--- src/rtl/assert_macros.svh ---
// ---------------------------------------------------------------------------
// Assertion macros
// Shared concurrent assertion helpers for the complex stack calculator.
// ---------------------------------------------------------------------------
`ifndef ASSERT_MACROS_SVH
`define ASSERT_MACROS_SVH

// Checks a property on every clock edge outside reset.
`define CRSA_ASSERT(label, prop, msg) \
  label: assert property (@(posedge clk) disable iff (!rst_n) (prop)) else $error(msg);

// Checks that a condition is followed by another in the next cycle.
`define CRSA_ASSERT_NEXT(label, ante, cons, msg) \
  label: assert property (@(posedge clk) disable iff (!rst_n) (ante) |=> (cons)) else $error(msg);

`endif

--- src/rtl/crsa_pkg.sv ---
// ---------------------------------------------------------------------------
// Complex stack calculator package
// Sizes, codes, a handshake struct and the saturation helper.
// ---------------------------------------------------------------------------
package crsa_pkg;

  localparam int STACK_DEPTH = 16;
  localparam int FRAC_BITS   = 16;
  localparam int ADDR_W      = $clog2(STACK_DEPTH);
  localparam int CNT_W       = $clog2(STACK_DEPTH + 1);
  localparam int DATA_W      = 32;
  localparam int PROD_W      = 2 * DATA_W;
  localparam int ACC_W       = PROD_W + 2;
  localparam int DEN_W       = PROD_W;
  localparam int QUO_W       = DATA_W + 2;
  localparam int IT_W        = $clog2(QUO_W);

  typedef enum logic [2:0] {
    KIND_PUSH = 3'd0,
    KIND_ADD  = 3'd1,
    KIND_SUB  = 3'd2,
    KIND_MUL  = 3'd3,
    KIND_DIV  = 3'd4,
    KIND_REAL = 3'd5,
    KIND_IMAG = 3'd6,
    KIND_CONJ = 3'd7
  } kind_t;

  typedef enum logic [2:0] {
    ST_OK   = 3'd0,
    ST_DIV0 = 3'd1,
    ST_FEW  = 3'd2,
    ST_FULL = 3'd3,
    ST_SAT  = 3'd4
  } status_t;

  typedef struct packed {
    logic done;
    logic sat;
  } div_rsp_t;

  localparam logic [DATA_W-1:0] D_MAX = {1'b0, {(DATA_W-1){1'b1}}};
  localparam logic [DATA_W-1:0] D_MIN = {1'b1, {(DATA_W-1){1'b0}}};
  localparam logic signed [ACC_W-1:0] S_MAX = {{(ACC_W-DATA_W){1'b0}}, D_MAX};
  localparam logic signed [ACC_W-1:0] S_MIN = {{(ACC_W-DATA_W){1'b1}}, D_MIN};

  // Clamps a wide signed value to 32 bits; the top bit flags a clamp.
  function automatic logic [DATA_W:0] sat32(input logic signed [ACC_W-1:0] v);
    logic [DATA_W:0] r;
    if (v > S_MAX) begin
      r = {1'b1, D_MAX};
    end else if (v < S_MIN) begin
      r = {1'b1, D_MIN};
    end else begin
      r = {1'b0, v[DATA_W-1:0]};
    end
    return r;
  endfunction

endpackage

--- src/rtl/crsa_divider.sv ---
// ---------------------------------------------------------------------------
// Fixed-point quotient unit
// Restoring divider giving one quotient bit a cycle, with saturation.
// ---------------------------------------------------------------------------
module crsa_divider (
  input  logic                                  clk,
  input  logic                                  rst_n,
  input  logic                                  go,
  input  logic signed [crsa_pkg::ACC_W-1:0]     num,
  input  logic        [crsa_pkg::DEN_W-1:0]     den,
  output crsa_pkg::div_rsp_t                    rsp,
  output logic        [crsa_pkg::DATA_W-1:0]    quo
);
  import crsa_pkg::*;

  typedef enum logic [2:0] {
    D_IDLE = 3'b001,
    D_ITER = 3'b010,
    D_FIN  = 3'b100
  } dstate_t;

  dstate_t              state_r, state_nxt;
  logic                 neg_r, neg_nxt;
  logic                 ovf_r, ovf_nxt;
  logic [DEN_W-1:0]     rem_r, rem_nxt;
  logic [DEN_W-1:0]     den_r, den_nxt;
  logic [QUO_W-1:0]     lo_r, lo_nxt;
  logic [QUO_W-1:0]     q_r, q_nxt;
  logic [IT_W-1:0]      it_r, it_nxt;

  logic [ACC_W-1:0]     mag_full;
  logic [DEN_W-1:0]     mag;
  logic [DEN_W-1:0]     hi;
  logic [DEN_W:0]       rem2;
  logic                 take;

  assign mag_full = num[ACC_W-1] ? ACC_W'(-num) : ACC_W'(num);
  assign mag      = mag_full[DEN_W-1:0];
  assign hi       = mag >> (QUO_W - FRAC_BITS);
  assign rem2     = {rem_r, lo_r[QUO_W-1]};
  assign take     = rem2 >= {1'b0, den_r};

  always_comb begin
    state_nxt = state_r;
    neg_nxt   = neg_r;
    ovf_nxt   = ovf_r;
    rem_nxt   = rem_r;
    den_nxt   = den_r;
    lo_nxt    = lo_r;
    q_nxt     = q_r;
    it_nxt    = it_r;
    unique case (state_r)
      D_IDLE: begin
        if (go) begin
          neg_nxt = num[ACC_W-1];
          den_nxt = den;
          // A quotient of 2^34 or more always saturates, so skip the bits.
          ovf_nxt = hi >= den;
          rem_nxt = hi;
          lo_nxt  = QUO_W'(mag << FRAC_BITS);
          q_nxt   = '0;
          it_nxt  = '0;
          state_nxt = (hi >= den) ? D_FIN : D_ITER;
        end
      end
      D_ITER: begin
        rem_nxt = take ? DEN_W'(rem2 - {1'b0, den_r}) : rem2[DEN_W-1:0];
        lo_nxt  = {lo_r[QUO_W-2:0], 1'b0};
        q_nxt   = {q_r[QUO_W-2:0], take};
        it_nxt  = IT_W'(it_r + 1'b1);
        if (it_r == IT_W'(QUO_W - 1)) begin
          state_nxt = D_FIN;
        end
      end
      D_FIN: begin
        state_nxt = D_IDLE;
      end
      default: begin
        state_nxt = D_IDLE;
      end
    endcase
  end

  always_comb begin
    rsp.done = state_r == D_FIN;
    rsp.sat  = 1'b0;
    quo      = q_r[DATA_W-1:0];
    if (ovf_r) begin
      rsp.sat = 1'b1;
      quo     = neg_r ? D_MIN : D_MAX;
    end else if (!neg_r) begin
      if (q_r > QUO_W'(D_MAX)) begin
        rsp.sat = 1'b1;
        quo     = D_MAX;
      end
    end else if (q_r > QUO_W'(D_MIN)) begin
      rsp.sat = 1'b1;
      quo     = D_MIN;
    end else begin
      quo = DATA_W'(-q_r);
    end
  end

  always_ff @(posedge clk) begin
    if (!rst_n) begin
      state_r <= D_IDLE;
    end else begin
      state_r <= state_nxt;
    end
    neg_r <= neg_nxt;
    ovf_r <= ovf_nxt;
    rem_r <= rem_nxt;
    den_r <= den_nxt;
    lo_r  <= lo_nxt;
    q_r   <= q_nxt;
    it_r  <= it_nxt;
  end

endmodule

--- config.mk ---
export PLATFORM = sky130hd
export DESIGN_NAME = crsa_divider
export DESIGN_NICKNAME = d
export VERILOG_FILES = /design/src/rtl/assert_macros.svh /design/src/rtl/crsa_pkg.sv /design/src/rtl/crsa_divider.sv
export SDC_FILE = /design/constraint.sdc
export NUM_CORES = 1
export LEC_CHECK = 0
export BUFFER_PORTS_ARGS = -buffer_cell sky130_fd_sc_hd__buf_2
export CORE_MARGIN = 3
export CORE_UTILIZATION = 65
export CTS_CLUSTER_SIZE = 30
export DETAILED_ROUTE_END_ITERATION = 8
export GPL_ROUTABILITY_DRIVEN = 0
export PLACE_DENSITY = 0.87
export SYNTH_ARGS = -nofsm -noshare
export SYNTH_HDL_FRONTEND = slang
export SYNTH_SLANG_ARGS = --single-unit
--- constraint.sdc ---
create_clock -name clk -period 24.2 [get_ports clk]
set_input_delay 3.63 -clock clk [delete_from_list [all_inputs] [get_ports clk]]
set_output_delay 3.63 -clock clk [all_outputs]
set_load 0.03 [all_outputs]
==> results.md <==
- Fin. max-slew vios: 0
- IR drop worst, VDD: 0.0420 mV
- Layout cells sized above 1: 12.2%
- Core footprint: 22,900 um^2
- Mean Syn Cell Area: between 8 and 9 um^2
- Drt initial violations: around 1,700
- Clock skew: 0.0145 ns
- Later-pin clock latency in the skew report: approximately 0.44 ns
- Flop2flop setup slack: a little under 20 ns
- Final setup viols: 0
- Pwr dens: about 62 nW/um^2
- Post-route ant nets: 0
- Most numerous cell in the Yosys netlist: nor2_1
- Clock Pin Slew Worst Setup and Hold Paths: ~0.080 ns
- Synth async-reset ratio: 0%
- Post-CTS Resized: 0
- Final min period: about 8.4 ns
- Hold-fix buffers at CTS: 0
- FF+latch count, synth: approximately 190
- # port buffers: about 170
- Post-Synth Adder-Cell Area: a little under a tenth
- Critical path endpoint category: flip-flop
- Status: finished, final reports clean
- Filler cells: approximately 1,700
- Mux share of post-synthesis cell area: roughly 1.4%
- DP Wirelength: 29,700 um
- Synth Area in XOR/XNOR: just under 7%
- Total Power: between 1 and 1.5 mW
- TritonCTS Buffers: 17
- Initial core utilization: roughly two thirds
- Post-route cell area: 16,900 um^2
- Synth Cell Area: approximately 15,000 um^2
- Synth Area in Simple Gates: 20.0%
- EDFF count, synth: about 190
- Vias per cell: approximately 6.4
- Vias in the first global route: between 10,000 and 15,000
- Fin nets: approximately 2,100
- Die Width: 160 um
- Largest family of logic cells by synthesized area: simple AND/OR/NAND/NOR gates
- Row count: 55
- Post-CTS setup buffer count: 0
- Rel. slew slack: 27.4%
- Residual DRC: 0
- Fmax: 120 MHz
- Clock Tree Buf Depth: 2
- Top FF cell, synth: edfxtp_1
- Max_cap viols: 0
- Placed Instance Area: approximately 16,000 um^2
- Area grow syn2layout: 10.3%
- Met3 routed WL: 4000 um
- Syn Inst Count: approximately 1,800
- Critical Path AT: ~8.7 ns
- CP Class: in2reg
- Worst reg2reg path depth: 11
- Most instantiated cells after synthesis: 204 x nor2_1, 188 x edfxtp_1, 173 x a21oi_1
- CP max FO: 5
- Top cell type by total area after synthesis: edfxtp_1
- WP data required: between 20 and 25 ns
- IO Count: roughly 170
- Worst Tran Pin Value: approximately 1.1 ns
- Hold Slack: ~0.53 ns
- Register area share after synthesis: between 30% and 40%
- Fin. Hold Viols: 0
- Reg-to-Reg Start: rem_r[33]
- CTS tree: built
- Die area: ~25,000 um^2
- Element type at the critical path start: primary input
- Vias: ~14,000
- H-tree depth: 4
- Hold Path End: lo_r[28]
- Grt total ovfl: 0
- Post-synthesis cell type count: just over 70
- FF-to-FF End: rem_r[30]
- Crit share post-route: about a third
- Die Span Y: 160 um
- Synth Area in Compound Gates: 19.5%
- Post-Route WL: between 40,000 and 50,000 um
- Largest cells by area after synthesis: edfxtp_1 37%, ha_1 9.3%, a21oi_1 5.6%
- Yosys Warn Count: 0
- M1 WL: between 15,000 and 20,000 um
- Top sig layer: met5
- First-pass DRT Iterations: 6
- Unrepaired setup endpoints after global routing: no
- Worst min-delay path category: reg2reg
- Global-route wire length before repair: between 60,000 and 70,000 um
- Worst hold start: lo_r[27]
- Final Util: between 70% and 80%
- Share of the synthesized area in the top cell type: a little under two fifths
- GRT Total Usage: 31.3%
- WHS Path Cells: 2
- Largest net degree at the start of global routing: 94
- CTS Sinks: between 150 and 200
- Routed len/inst: between 15 and 20 um
- Post-synthesis net count: approximately 2,000
- CTS root buf: clkbuf_16
- Setup TNS: 0 ns
- WL met2: 18,800 um
- Initial antenna violation count: 5
- Pleak: roughly 7.1 nW
-- how the worst max path moves through the flow --
stage / cells past startpoint / end / from / slack (ns)
floorplan: 2 / it_r[0] / go / 13.90
CTS: 18 / state_r[2] / num[19] / 15.95
global placement: 18 / state_r[2] / num[19] / 15.45
global route: 18 / state_r[2] / num[5] / 15.59
finish: 18 / state_r[2] / num[19] / 15.83
detailed placement: 18 / state_r[2] / num[19] / 15.50
-- metrics by stage --
step	setup WS, ns	cells
6_report	15.83	2204
3_5_place_dp	15.50	2169
5_1_grt	15.59	2203
2_1_floorplan	13.90	1766
3_3_place_gp	15.45	2169
4_1_cts	15.95	2200
-- critical path: stages --
cell and delay [ns]:
buf_2 0.12, or4_1 0.60, and4bb_2 0.42, nand4b_1 0.27, or2_1 0.35, or4_1 0.45, nand2_1 0.11, xnor2_1 0.20
ha_1 0.31, a21o_1 0.18, a21o_1 0.17, a21o_1 0.17, a21o_1 0.16, a21o_1 0.17, a31oi_1 0.33, o31ai_1 0.22
a222oi_1 0.63, a211oi_1 0.15
-- layout by cell type (no fill, tap or decap), types with 52 or more instances in the layout --
master and n:
xnor2_1 79, o21ai_0 93, edfxtp_1 188, inv_1 132, a21o_1 52, buf_2 165, ha_1 114, nor2_1 202
a21oi_1 172, nand2_1 127
-- metal layers --
| layer | global-route usage, % | up-vias |
|---|---|---|
| met5 | 0 | - |
| met4 | 11.2 | 4 |
| met3 | 6.23 | 125 |
| met2 | 50.6 | 799 |
| met1 | 42.2 | 6537 |
| li1 | - | 6642 |
-- registers in the layout, indices dropped and copies added, names as in the netlist --
name     flops
ovf_r        1
q_r         34
rem_r       64
state_r      3
den_r       64
lo_r        18
neg_r        1
it_r         6
-- cell type report --
type / count / area (um^2) / area share [%]
diodes: 4 / 10.0 / 0.0591
clock inverters: 14 / 156 / 0.924
repair buffers: 176 / 908 / 5.37
clock buffers: 17 / 425 / 2.51
flip-flops and latches: 191 / 5710 / 33.7
multi-input cells: 1357 / 8840 / 52.2
inverters: 132 / 495 / 2.93
well taps: 313 / 392 / 2.31
-- kinds of logic after synthesis --
logic type	count (synthesis)
buffers and inverters	218
AO/OA/AOI/OAI	482
AND/OR/NAND/NOR	616
XOR/XNOR	122
multiplexers	22
adder cells (fa/ha/maj)	115
flip-flops	191
-- power by group --
part / total (mW) / switching [mW] / internal, mW / leakage [nW]
logic: 0.348 / 0.218 / 0.130 / 4.93
registers: 0.417 / 0.0167 / 0.400 / 1.84
clock network: 0.286 / 0.140 / 0.146 / 0.284
total: 1.05 / 0.375 / 0.676 / 7.06
No activity file was read; power rests on OpenSTA's default activity.
